--- src/sv/rct_pkg.sv ---
// shared types, codes and constants of the reassembly context table
package rct_pkg;

   // defaults and fixed field widths
   localparam int NUM_SLOTS_DEFAULT = 16;
   localparam int MAX_RESULTS       = 16;
   localparam int CMD_W             = 2;
   localparam int ID_W              = 32;
   localparam int SLOT_W            = 4;
   localparam int TIME_W            = 32;
   localparam int STATUS_W          = 3;
   localparam logic [TIME_W-1:0] TIMEOUT_RESET = 32'd1000;

   // request commands
   localparam logic [CMD_W-1:0] CMD_GET    = 2'd0;
   localparam logic [CMD_W-1:0] CMD_REMOVE = 2'd1;
   localparam logic [CMD_W-1:0] CMD_SWEEP  = 2'd2;
   localparam logic [CMD_W-1:0] CMD_NONE   = 2'd3;

   // response status codes
   localparam logic [STATUS_W-1:0] ST_HIT     = 3'd0;
   localparam logic [STATUS_W-1:0] ST_ALLOC   = 3'd1;
   localparam logic [STATUS_W-1:0] ST_FULL    = 3'd2;
   localparam logic [STATUS_W-1:0] ST_REMOVED = 3'd3;
   localparam logic [STATUS_W-1:0] ST_NOTPRES = 3'd4;
   localparam logic [STATUS_W-1:0] ST_EVICTED = 3'd5;
   localparam logic [STATUS_W-1:0] ST_NONE    = 3'd6;

   // controller to datapath commands
   typedef struct packed {
      logic load_req;
      logic do_get;
      logic do_remove;
      logic sw_start;
      logic sw_capture;
      logic sw_next;
      logic sw_finish;
   } rct_cmd_type;

   // datapath to controller status
   typedef struct packed {
      logic out_free;
      logic evict;
      logic pend_valid;
      logic idx_last;
      logic cnt_full_next;
   } rct_stat_type;

endpackage

--- src/sv/rct_ram.sv ---
// generic single write port ram with registered read
module rct_ram #(
   parameter int WIDTH = 32,
   parameter int DEPTH = 16
) (
   input  logic                                 clock,
   input  logic                                 wr_en,
   input  logic [((DEPTH > 1) ? $clog2(DEPTH) : 1)-1:0] wr_addr,
   input  logic [WIDTH-1:0]                     wr_data,
   input  logic [((DEPTH > 1) ? $clog2(DEPTH) : 1)-1:0] rd_addr,
   output logic [WIDTH-1:0]                     rd_data
);

   logic [WIDTH-1:0] mem_ff [DEPTH];
   logic [WIDTH-1:0] rd_data_ff;

   // write port
   always_ff @(posedge clock) begin
      if (wr_en) begin
         mem_ff[wr_addr] <= wr_data;
      end
   end

   // registered read port
   always_ff @(posedge clock) begin
      rd_data_ff <= mem_ff[rd_addr];
   end

   assign rd_data = rd_data_ff;

endmodule

--- src/sv/rct_ctrl.sv ---
// controller state machine of the reassembly context table
module rct_ctrl (
   input  logic                        clock,
   input  logic                        reset,
   input  logic                        req_valid,
   input  logic [rct_pkg::CMD_W-1:0]   req_cmd,
   output logic                        req_ready,
   input  rct_pkg::rct_stat_type       stat,
   output rct_pkg::rct_cmd_type        cmd
);
   import rct_pkg::*;

   localparam logic [2:0] S_IDLE   = 3'd0;
   localparam logic [2:0] S_GET    = 3'd1;
   localparam logic [2:0] S_REMOVE = 3'd2;
   localparam logic [2:0] S_SW_RD  = 3'd3;
   localparam logic [2:0] S_SW_CHK = 3'd4;
   localparam logic [2:0] S_SW_END = 3'd5;

   logic [2:0] state_ff;
   logic [2:0] state_in;

   // next state and commands
   always_comb begin
      state_in  = state_ff;
      cmd       = '0;
      req_ready = 1'b0;
      unique case (state_ff)
         S_IDLE: begin
            req_ready = 1'b1;
            if (req_valid) begin
               cmd.load_req = 1'b1;
               unique case (req_cmd)
                  CMD_GET:    state_in = S_GET;
                  CMD_REMOVE: state_in = S_REMOVE;
                  CMD_SWEEP: begin
                     cmd.sw_start = 1'b1;
                     state_in     = S_SW_RD;
                  end
                  default:    state_in = S_IDLE;
               endcase
            end
         end
         S_GET: begin
            if (stat.out_free) begin
               cmd.do_get = 1'b1;
               state_in   = S_IDLE;
            end
         end
         S_REMOVE: begin
            if (stat.out_free) begin
               cmd.do_remove = 1'b1;
               state_in      = S_IDLE;
            end
         end
         S_SW_RD: begin
            state_in = S_SW_CHK;
         end
         S_SW_CHK: begin
            if (stat.evict) begin
               // a held eviction must leave before the new one is taken
               if (!stat.pend_valid || stat.out_free) begin
                  cmd.sw_capture = 1'b1;
                  if (stat.idx_last || stat.cnt_full_next) begin
                     state_in = S_SW_END;
                  end else begin
                     cmd.sw_next = 1'b1;
                     state_in    = S_SW_RD;
                  end
               end
            end else if (stat.idx_last) begin
               state_in = S_SW_END;
            end else begin
               cmd.sw_next = 1'b1;
               state_in    = S_SW_RD;
            end
         end
         S_SW_END: begin
            if (stat.out_free) begin
               cmd.sw_finish = 1'b1;
               state_in      = S_IDLE;
            end
         end
         default: state_in = S_IDLE;
      endcase
   end

   // state register
   always_ff @(posedge clock) begin
      if (reset) begin
         state_ff <= S_IDLE;
      end else begin
         state_ff <= state_in;
      end
   end

   // a result is only produced when the output register can take it
   a_emit_free: assert property (@(posedge clock) disable iff (reset)
      (cmd.do_get || cmd.do_remove || cmd.sw_finish) |-> stat.out_free)
      else $error("result produced into a busy output register");

   // pushing a held eviction also needs the output register
   a_push_free: assert property (@(posedge clock) disable iff (reset)
      (cmd.sw_capture && stat.pend_valid) |-> stat.out_free)
      else $error("held eviction pushed into a busy output register");

   // a sweep always ends with a final response
   a_sweep_ends: assert property (@(posedge clock) disable iff (reset)
      (state_ff == S_SW_END && stat.out_free) |=> (state_ff == S_IDLE))
      else $error("sweep did not close");

endmodule

--- src/sv/rct_dp.sv ---
// datapath of the reassembly context table: id match, slot state, sweep scan
module rct_dp #(
   parameter int NUM_SLOTS = rct_pkg::NUM_SLOTS_DEFAULT
) (
   input  logic                           clock,
   input  logic                           reset,
   input  rct_pkg::rct_cmd_type           cmd,
   output rct_pkg::rct_stat_type          stat,
   input  logic [rct_pkg::ID_W-1:0]       req_buf_id,
   input  logic [rct_pkg::SLOT_W-1:0]     req_slot_in,
   input  logic [rct_pkg::TIME_W-1:0]     req_now_ms,
   input  logic                           csr_wr_en,
   input  logic [rct_pkg::TIME_W-1:0]     csr_wr_data,
   output logic                           rsp_valid,
   input  logic                           rsp_ready,
   output logic [rct_pkg::STATUS_W-1:0]   rsp_status,
   output logic [rct_pkg::SLOT_W-1:0]     rsp_slot_out,
   output logic [rct_pkg::ID_W-1:0]       rsp_id_out,
   output logic                           rsp_last
);
   import rct_pkg::*;

   localparam int IDX_W = (NUM_SLOTS > 1) ? $clog2(NUM_SLOTS) : 1;
   localparam int CNT_W = $clog2(MAX_RESULTS + 1);

   // request registers
   logic [ID_W-1:0]   buf_id_ff,  buf_id_in;
   logic [SLOT_W-1:0] slot_in_ff, slot_in_in;
   logic [TIME_W-1:0] now_ff,     now_in;
   logic [TIME_W-1:0] timeout_ff, timeout_in;

   // table state
   logic [NUM_SLOTS-1:0] valid_ff, valid_in;
   logic [ID_W-1:0]      id_ff [NUM_SLOTS];
   logic [ID_W-1:0]      id_in [NUM_SLOTS];

   // sweep scan state
   logic [IDX_W-1:0] idx_ff, idx_in;
   logic [CNT_W-1:0] cnt_ff, cnt_in;
   logic             pend_valid_ff, pend_valid_in;
   logic [IDX_W-1:0] pend_slot_ff, pend_slot_in;
   logic [ID_W-1:0]  pend_id_ff, pend_id_in;

   // response register
   logic                rsp_valid_ff, rsp_valid_in;
   logic [STATUS_W-1:0] rsp_status_ff, rsp_status_in;
   logic [SLOT_W-1:0]   rsp_slot_ff, rsp_slot_in;
   logic [ID_W-1:0]     rsp_id_ff, rsp_id_in;
   logic                rsp_last_ff, rsp_last_in;

   // lookup and misc
   logic [NUM_SLOTS-1:0] match;
   logic                 hit;
   logic                 any_free;
   logic [IDX_W-1:0]     hit_idx;
   logic [IDX_W-1:0]     free_idx;
   logic [IDX_W-1:0]     rm_idx;
   logic                 rm_ok;
   logic [IDX_W-1:0]     id_rd_idx;
   logic [ID_W-1:0]      id_rd;
   logic [TIME_W-1:0]    stamp_rd;
   logic [TIME_W-1:0]    age;
   logic                 ram_we;
   logic [IDX_W-1:0]     ram_waddr;
   logic                 emit;

   // use stamps live in a ram, read only by the sweep
   rct_ram #(
      .WIDTH (TIME_W),
      .DEPTH (NUM_SLOTS)
   ) u_stamp (
      .clock   (clock),
      .wr_en   (ram_we),
      .wr_addr (ram_waddr),
      .wr_data (now_ff),
      .rd_addr (idx_ff),
      .rd_data (stamp_rd)
   );

   // parallel id match and lowest free slot
   always_comb begin
      hit_idx  = '0;
      free_idx = '0;
      for (int i = 0; i < NUM_SLOTS; i++) begin
         match[i] = valid_ff[i] && (id_ff[i] == buf_id_ff);
      end
      for (int i = NUM_SLOTS - 1; i >= 0; i--) begin
         if (match[i]) begin
            hit_idx = IDX_W'(i);
         end
         if (!valid_ff[i]) begin
            free_idx = IDX_W'(i);
         end
      end
      hit      = |match;
      any_free = ~&valid_ff;
   end

   // remove target and the single id read port
   assign rm_idx    = IDX_W'(slot_in_ff);
   assign rm_ok     = (int'(slot_in_ff) < NUM_SLOTS) && valid_ff[rm_idx];
   assign id_rd_idx = cmd.do_remove ? rm_idx : idx_ff;
   assign id_rd     = id_ff[id_rd_idx];

   // sweep age check
   assign age = now_ff - stamp_rd;

   // status to the controller
   always_comb begin
      stat.out_free      = !rsp_valid_ff || rsp_ready;
      stat.evict         = valid_ff[idx_ff] && (age > timeout_ff);
      stat.pend_valid    = pend_valid_ff;
      stat.idx_last      = (idx_ff == IDX_W'(NUM_SLOTS - 1));
      stat.cnt_full_next = (cnt_ff == CNT_W'(MAX_RESULTS - 1));
   end

   // next values
   always_comb begin
      buf_id_in     = buf_id_ff;
      slot_in_in    = slot_in_ff;
      now_in        = now_ff;
      timeout_in    = timeout_ff;
      valid_in      = valid_ff;
      id_in         = id_ff;
      idx_in        = idx_ff;
      cnt_in        = cnt_ff;
      pend_valid_in = pend_valid_ff;
      pend_slot_in  = pend_slot_ff;
      pend_id_in    = pend_id_ff;
      rsp_status_in = rsp_status_ff;
      rsp_slot_in   = rsp_slot_ff;
      rsp_id_in     = rsp_id_ff;
      rsp_last_in   = rsp_last_ff;
      ram_we        = 1'b0;
      ram_waddr     = hit_idx;
      emit          = 1'b0;

      // configuration write
      if (csr_wr_en) begin
         timeout_in = csr_wr_data;
      end

      // capture the request
      if (cmd.load_req) begin
         buf_id_in  = req_buf_id;
         slot_in_in = req_slot_in;
         now_in     = req_now_ms;
      end

      // get: hit, allocate or full
      if (cmd.do_get) begin
         emit        = 1'b1;
         rsp_last_in = 1'b1;
         rsp_id_in   = buf_id_ff;
         if (hit) begin
            ram_we        = 1'b1;
            ram_waddr     = hit_idx;
            rsp_status_in = ST_HIT;
            rsp_slot_in   = SLOT_W'(hit_idx);
         end else if (any_free) begin
            ram_we            = 1'b1;
            ram_waddr         = free_idx;
            valid_in[free_idx] = 1'b1;
            id_in[free_idx]    = buf_id_ff;
            rsp_status_in     = ST_ALLOC;
            rsp_slot_in       = SLOT_W'(free_idx);
         end else begin
            rsp_status_in = ST_FULL;
            rsp_slot_in   = '0;
         end
      end

      // remove
      if (cmd.do_remove) begin
         emit        = 1'b1;
         rsp_last_in = 1'b1;
         rsp_slot_in = slot_in_ff;
         if (rm_ok) begin
            valid_in[rm_idx] = 1'b0;
            rsp_status_in    = ST_REMOVED;
            rsp_id_in        = id_rd;
         end else begin
            rsp_status_in = ST_NOTPRES;
            rsp_id_in     = '0;
         end
      end

      // sweep start
      if (cmd.sw_start) begin
         idx_in        = '0;
         cnt_in        = '0;
         pend_valid_in = 1'b0;
      end

      // eviction: push the held one out, hold the new one
      if (cmd.sw_capture) begin
         if (pend_valid_ff) begin
            emit          = 1'b1;
            rsp_status_in = ST_EVICTED;
            rsp_slot_in   = SLOT_W'(pend_slot_ff);
            rsp_id_in     = pend_id_ff;
            rsp_last_in   = 1'b0;
         end
         valid_in[idx_ff] = 1'b0;
         pend_valid_in    = 1'b1;
         pend_slot_in     = idx_ff;
         pend_id_in       = id_rd;
         cnt_in           = cnt_ff + 1'b1;
      end

      if (cmd.sw_next) begin
         idx_in = idx_ff + 1'b1;
      end

      // final sweep response
      if (cmd.sw_finish) begin
         emit        = 1'b1;
         rsp_last_in = 1'b1;
         if (pend_valid_ff) begin
            rsp_status_in = ST_EVICTED;
            rsp_slot_in   = SLOT_W'(pend_slot_ff);
            rsp_id_in     = pend_id_ff;
         end else begin
            rsp_status_in = ST_NONE;
            rsp_slot_in   = '0;
            rsp_id_in     = '0;
         end
         pend_valid_in = 1'b0;
      end

      // output valid
      if (emit) begin
         rsp_valid_in = 1'b1;
      end else if (rsp_ready) begin
         rsp_valid_in = 1'b0;
      end else begin
         rsp_valid_in = rsp_valid_ff;
      end
   end

   // control registers
   always_ff @(posedge clock) begin
      if (reset) begin
         timeout_ff    <= TIMEOUT_RESET;
         valid_ff      <= '0;
         pend_valid_ff <= 1'b0;
         rsp_valid_ff  <= 1'b0;
         idx_ff        <= '0;
         cnt_ff        <= '0;
      end else begin
         timeout_ff    <= timeout_in;
         valid_ff      <= valid_in;
         pend_valid_ff <= pend_valid_in;
         rsp_valid_ff  <= rsp_valid_in;
         idx_ff        <= idx_in;
         cnt_ff        <= cnt_in;
      end
   end

   // payload registers
   always_ff @(posedge clock) begin
      buf_id_ff     <= buf_id_in;
      slot_in_ff    <= slot_in_in;
      now_ff        <= now_in;
      id_ff         <= id_in;
      pend_slot_ff  <= pend_slot_in;
      pend_id_ff    <= pend_id_in;
      rsp_status_ff <= rsp_status_in;
      rsp_slot_ff   <= rsp_slot_in;
      rsp_id_ff     <= rsp_id_in;
      rsp_last_ff   <= rsp_last_in;
   end

   assign rsp_valid    = rsp_valid_ff;
   assign rsp_status   = rsp_status_ff;
   assign rsp_slot_out = rsp_slot_ff;
   assign rsp_id_out   = rsp_id_ff;
   assign rsp_last     = rsp_last_ff;

   // one sweep never evicts more than the result limit
   a_cnt_limit: assert property (@(posedge clock) disable iff (reset)
      cnt_ff <= CNT_W'(MAX_RESULTS))
      else $error("sweep eviction count over limit");

   // an empty sweep response is always final
   a_none_last: assert property (@(posedge clock) disable iff (reset)
      (rsp_valid_ff && rsp_status_ff == ST_NONE) |-> rsp_last_ff)
      else $error("empty sweep response without last");

   // an allocated slot is valid afterwards
   a_alloc_valid: assert property (@(posedge clock) disable iff (reset)
      (cmd.do_get && !hit && any_free) |=> valid_ff[$past(free_idx)])
      else $error("allocated slot not marked valid");

endmodule

--- src/sv/reassembly_context_table.sv ---
// reassembly context table: get/allocate by id, remove by slot, timeout sweep
// response: get and remove each load a single response into the output register once it is free
// requests: taken only in idle, so a new one waits until the last has loaded its response
// sweep: each slot passes the read and check states, at most sixteen evictions per request
// reset: all slots invalid and timeout at 1000 ms at once, no clearing pass
module reassembly_context_table #(
   parameter int NUM_SLOTS = rct_pkg::NUM_SLOTS_DEFAULT
) (
   input  logic                           clock,
   input  logic                           reset,
   input  logic                           req_valid,
   output logic                           req_ready,
   input  logic [rct_pkg::CMD_W-1:0]      req_cmd,
   input  logic [rct_pkg::ID_W-1:0]       req_buf_id,
   input  logic [rct_pkg::SLOT_W-1:0]     req_slot_in,
   input  logic [rct_pkg::TIME_W-1:0]     req_now_ms,
   output logic                           rsp_valid,
   input  logic                           rsp_ready,
   output logic [rct_pkg::STATUS_W-1:0]   rsp_status,
   output logic [rct_pkg::SLOT_W-1:0]     rsp_slot_out,
   output logic [rct_pkg::ID_W-1:0]       rsp_id_out,
   output logic                           rsp_last,
   input  logic                           csr_wr_en,
   input  logic [rct_pkg::TIME_W-1:0]     csr_wr_data
);
   import rct_pkg::*;

   rct_cmd_type  dp_cmd;
   rct_stat_type dp_stat;

   // controller
   rct_ctrl u_ctrl (
      .clock     (clock),
      .reset     (reset),
      .req_valid (req_valid),
      .req_cmd   (req_cmd),
      .req_ready (req_ready),
      .stat      (dp_stat),
      .cmd       (dp_cmd)
   );

   // datapath
   rct_dp #(
      .NUM_SLOTS (NUM_SLOTS)
   ) u_dp (
      .clock        (clock),
      .reset        (reset),
      .cmd          (dp_cmd),
      .stat         (dp_stat),
      .req_buf_id   (req_buf_id),
      .req_slot_in  (req_slot_in),
      .req_now_ms   (req_now_ms),
      .csr_wr_en    (csr_wr_en),
      .csr_wr_data  (csr_wr_data),
      .rsp_valid    (rsp_valid),
      .rsp_ready    (rsp_ready),
      .rsp_status   (rsp_status),
      .rsp_slot_out (rsp_slot_out),
      .rsp_id_out   (rsp_id_out),
      .rsp_last     (rsp_last)
   );

endmodule

--- config.mk ---
export PLATFORM = sky130hd
export DESIGN_NAME = reassembly_context_table
export DESIGN_NICKNAME = d
export VERILOG_FILES = /design/src/sv/rct_pkg.sv /design/src/sv/rct_ram.sv /design/src/sv/rct_ctrl.sv /design/src/sv/rct_dp.sv /design/src/sv/reassembly_context_table.sv
export SDC_FILE = /design/constraint.sdc
export NUM_CORES = 2
export LEC_CHECK = 0
export BUFFER_PORTS_ARGS = -buffer_cell sky130_fd_sc_hd__buf_2
export CELL_PAD_IN_SITES_DETAIL_PLACEMENT = 0
export CELL_PAD_IN_SITES_GLOBAL_PLACEMENT = 1
export CORE_ASPECT_RATIO = 0.9
export CORE_MARGIN = 4
export CORE_UTILIZATION = 58
export DETAILED_ROUTE_END_ITERATION = 10
export PLACE_DENSITY = 0.81
export SLEW_MARGIN = 20
export SYNTH_ARGS = -nofsm -noshare
export SYNTH_HDL_FRONTEND = slang
export SYNTH_SLANG_ARGS = --single-unit
--- constraint.sdc ---
create_clock -name clock -period 11 [get_ports clock]
set_input_delay 1.1 -clock clock [delete_from_list [all_inputs] [get_ports clock]]
set_output_delay 1.1 -clock clock [all_outputs]
set_load 0.05 [all_outputs]
# Word-level counts from Yosys, hierarchy flattened
# Memory sizes are Yosys's and may differ from the RTL's. A register that Yosys moved wholly into a read port is not among the register bits.
# Cells that the tools add are included.
# op_classes
addsub	3
mul	0
div	0
order_cmp	10
eq_ne	28
shifts	0
mux	128
bitwise	9
reduce_logical	37
# ops
cell	n
$bwmux 512	1
$eq 32x32->1	16
$mux 32	10
$mux 4	46
$bmux 32 s4	1
$demux 32 s4	1
$mux 16	6
$mux 3	13
$mux 1	37
$and 16x16->16	2
$gt 32x32->1	1
$not 16->16	2
$sub 32x32->32	1
$logic_and 1x1->1	21
$or 16x16->16	1
$reduce_and 16->1	1
$reduce_or 16->1	1
$lt 4x5->1 const B	3
$demux 1 s4	3
$ge 4x1->1 const B	3
$pmux 3 s4	1
$ge 5x5->1 const B	2
$mux 5	2
$not 4->5	2
25 further kinds	38
# totals
ff_bits	718
latch_bits	0
ramBits	512
romBits	0
inputBits	107
out_inout_bits	42
elab_cells	248
n_memories	1
# memory_table
name	depth	width	rd	rd_clocked_by_memory_dff	write_ports	line_no	text
u_dp.u_stamp.mem_ff	16	32	1	1	1	rct_ram.sv:14	logic [WIDTH-1:0] mem_ff [DEPTH];

# Depth between registers and ports, before layout
# logic_depth
depth_word	29
mapped_depth	25
depth_no_buf	23

# Modules after synthesis
# From an unflattened synthesis, not the netlist that was laid out.
# unflattened
cells_unflattened	3790
area_unflattened_um2	58110.7
# modules_own_cells
module	n_inst	cells_each	area_each_um2	seq_area_each_um2
rct_dp	1	2909	37965.2	20479.6
rct_ram	1	838	19836.5	16015.4
rct_ctrl	1	43	309.0	60.1

# Least setup slack after synthesis
# No wires, ideal clock.
# synth_timing
kind	input port to flip-flop
startpoint	in rsp_ready
endpoint	reg u_dp.id_ff[192] (netlist bit) (enable)
setup_ns	0.505
t_arrival_ns	5.763
t_required_ns	10.495
path_slack_ns	4.732
path_stages	8
path_buffers	3
path_cell_list	nor2b_1 buf_2 or3_1 clkbuf_1 or3_1 nand2b_1 buf_2 nor4_1
# synth_between
elab_chain_len	4
# synth_rtl
element	line_no	text
start, declared	reassembly_context_table.sv:18	input logic rsp_ready,
$logic_or 1x1->1	rct_dp.sv:110	stat.out_free = !rsp_valid_ff || rsp_ready;
$mux 1	rct_ctrl.sv:45	if (stat.out_free) begin
$mux 1	rct_ctrl.sv:28	unique case (state_ff)
$reduce_and 3->1 (no line)	-	
end signal, assigned	rct_dp.sv:265	id_ff <= id_in;
end, declared	rct_dp.sv:34	logic [ID_W-1:0] id_ff [NUM_SLOTS];
# Every way passes these cells.
# A chain may end at the register's enable or synchronous reset.

# Worst setup path after layout
# layout_timing
startpoint	reg u_dp.now_ff[4]
endpoint	reg u_dp.pend_valid_ff
# layout_between
elab_chain_len	6
word_cells_on_any_way	7
classes_between	add/sub: 1; order compare: 1; mux: 3; reduce/logical: 2
# layout_rtl
element	line_no	text
start, declared	rct_dp.sv:29	logic [TIME_W-1:0] now_ff, now_in;
start signal, assigned	rct_dp.sv:264	now_ff <= now_in;
$sub 32x32->32 (*)	rct_dp.sv:106	assign age = now_ff - stamp_rd;
$gt 32x32->1 (*)	rct_dp.sv:111	stat.evict = valid_ff[idx_ff] && (age > timeout_ff);
$logic_and 1x1->1 (*)	rct_dp.sv:111	
$mux 1 (*)	rct_ctrl.sv:60	if (stat.evict) begin
$mux 2 (*)	rct_ctrl.sv:28	
$mux 1 or $reduce_bool 2->1 (tied branches)	-	
end signal, assigned	rct_dp.sv:253	pend_valid_ff <= pend_valid_in;
end, declared	rct_dp.sv:40	logic pend_valid_ff, pend_valid_in;
# Mark *: on every way between the ends. The rest lies on a longest branch, timed or not.

==> out/qor.csv <==
metric,value,unit
status,finished clean,
synth_cell_types,72,
tns,0,ns
ctsRootBufferMaster,clkbuf_16,
holdWs,0.444,ns
syn-num-nets,3646,
cts_sinks,1262,
syn_area,56200,sq um
worst_pin_slew,1.25,ns
ir_worst_vdd,161,uV
period_needed,6.71,ns
yosysTopAreaCellShare,60.3,%
place_hpwl,98.4,mm
reg2regPathDepth,22,
worst_slack,4.29,ns
synth.area.top_cells,"edfxtp_1 60%, mux4_2 12%, dfxtp_1 4.8%, xor2_1 4.7%, xnor2_1 3.6%",
synth_cells,3466,
ant_nets,0,
ys_seq_elements,1262,
path_cells,ha_1 -> o21ai_0 -> a21boi_0 -> o2111ai_1 -> a22oi_1 -> nand3_1 -> a41oi_1 -> a41oi_1 -> mux2i_1 -> a221oi_1 -> ha_1 -> a21o_1 -> a21o_1 -> a21oi_1 -> o21ai_1 -> or4b_2 -> o211ai_1 -> buf_4 -> nor2_4 -> buf_4 -> a21oi_1 -> nor3_1,
slew_headroom,16.5,%
maxCapViolCount,0,
gp_congestion,0.930,
port_buffers,148,
synthFlopType,edfxtp_1,
leakage,20.9,nW
fp.dieW,336,um
layout.nets,3815,
synthArstFlopShare,0,%
cts_tree,yes,
grt_pass1_vias,32700,
ioPinCount,149,
clk_pin_slew,0.06,ns
grt_pass1_wl,222,mm
routed_wl,154,mm
hold_buffers,0,
start_util,58.4,%
synth_edf_count,1128,
wire_per_inst,30.8,um
yosys.area.top_type,edfxtp_1,
clk-insertion-delay-late,0.74,ns
power_density,188,nW/um^2
via_per_inst,6.58,
grt_max_degree,89,
antenna_found_initial,4,
dp_worst_setup_slack,4.40,ns
cts_buffers,121,
cts.htree.levels,3,
critPathKind,reg2reg,
worstPathMaxFanout,37,
hold_depth,2,
worstSetupStartpointType,flip-flop,
ys_seq_area_share,65.1,%
hold_violations,0,
slowest_delay,0.70,ns
period_share,61.0,%
max_freq,0.149,GHz
rsz0062_at_grt,false,
cpMaxStageDelayCell,or4b_2,
drc,0,
die_y,303,um
finClkSkew,0.0264,ns
min_path_type,reg2reg,
finalSetupViolCount,0,
num_rows,108,
drt_iter0_drc,4555,
fillers,6650,
syn_area_per_cell,16.2,sq um
drive_above_1_share,21.3,%
yosysMostFrequentCell,edfxtp_1,
cts_buffer_depth,3,
vias,32900,
cts_setup_buffers,0,
core,96200,sq um
grt_overflow,0,
dr.pass1.iters,7,
track_usage,30.2,%
drv_slew,0,
yosysWarnings,0,
worstPathArrival,7.29,ns
yosys-top-cells-count,"1128 x edfxtp_1, 299 x xor2_1, 298 x mux4_2",
cp-end-kind,flip-flop,
worstPathRequired,11.58,ns
dieArea,102000,sq um
area_growth,11.7,%
cts_resized,0,
## final timing paths
check                       start                   end  slack (ns)
max                u_dp.now_ff[4]    u_dp.pend_valid_ff        4.29
min          u_dp.pend_slot_ff[3]  u_dp.rsp_slot_out[3]        0.44
max reg2reg        u_dp.now_ff[4]    u_dp.pend_valid_ff        4.29
min reg2reg  u_dp.pend_slot_ff[3]  u_dp.rsp_slot_out[3]        0.44
## logic make-up (layout without fill, tap and decap cells)
kind of cell	Yosys count	after routing	share of synthesized area, %
and+or+nand+nor	597	597	5.47
DFF	1262	1262	65.1
AOI/OAI and AO/OA	373	373	4.57
buffers and inverters	296	569	2.39
muxes	333	333	12.6
other	0	1	0
xor gates and xnor gates	532	532	8.29
adders and majority gates	73	73	1.64
## cell type report
class,count,area [sq um],share of cell area (%)
flip-flops and latches,1262,36600,58.2
multi-input cells,1908,18600,29.6
clock buffers,161,3310,5.27
well taps,1265,1580,2.52
repair buffers,243,1470,2.34
clock inverters,66,908,1.45
inverters,99,372,0.592
diodes,1,2.50,0.00399
## cells in the final DEF (no fill, tap or decap), types with 73 or more instances in the layout
master | synthesis | layout
dfxtp_1 | 134 | 130
buf_2 | 48 | 148
mux4_2 | 298 | 298
edfxtp_1 | 1128 | 1128
a21oi_1 | 73 | 73
xnor2_1 | 233 | 233
xor2_1 | 299 | 299
nand4_1 | 77 | 77
nor4_1 | 77 | 73
buf_4 | 33 | 93
inv_1 | 99 | 99
clkbuf_16 | 0 | 121
nand2_1 | 173 | 173
## per-stage QoR
step                      instance area (sq um)  util [%]  power (mW)  cells
final                                     62800      65.3        11.8   5005
after global routing                      62800      65.3        12.2   5004
after CTS                                 62800      65.2        11.8   5004
after detailed placement                  58500      60.8        7.51   4777
after global placement                    58500      60.8        7.48   4777
after floorplan                           56200         -        6.90   3466
## power breakdown
part	switching [mW]	internal [mW]
clock	1.85	2.51
sequential	0.140	5.46
combinational	1.23	0.610
## state kept, by name (all words and copies together) (netlist names), 4 cells and up
name,cells
u_dp.pend_slot_ff,4
u_dp.idx_ff,4
u_dp.rm_idx,4
u_dp.timeout_ff,32
u_dp.rsp_id_out,32
u_dp.id_ff,512
u_dp.u_stamp.rd_data,32
u_dp.valid_ff,16
u_dp.u_stamp.mem_ff,512
u_dp.now_ff,32
u_dp.pend_id_ff,32
u_dp.rsp_slot_out,4
u_dp.cnt_ff,5
u_dp.buf_id_ff,32
## critical path, delay by kind of cell, from the launching register on
kind	cells	cell delay (ns)
AOI/OAI and AO/OA	13	3.21
adders and majority gates	2	0.79
buffers and inverters	2	0.61
DFF	1	0.63
muxes	1	0.18
and+or+nand+nor	4	1.12
## layer usage
| layer | routed length (um) | global-route usage, % | part of all wire (%) | vias up |
|---|---|---|---|---|
| li1 | - | - | - | 13900 |
| met2 | 68000 | 44.1 | 44 | 1939 |
| met5 | 12 | 0 | 0.0078 | - |
| met4 | 4720 | 9.01 | 3.1 | 2 |
| met3 | 18800 | 9.51 | 12 | 243 |
| met1 | 62400 | 44.0 | 41 | 16900 |
No activity file was read; power rests on OpenSTA's default activity.
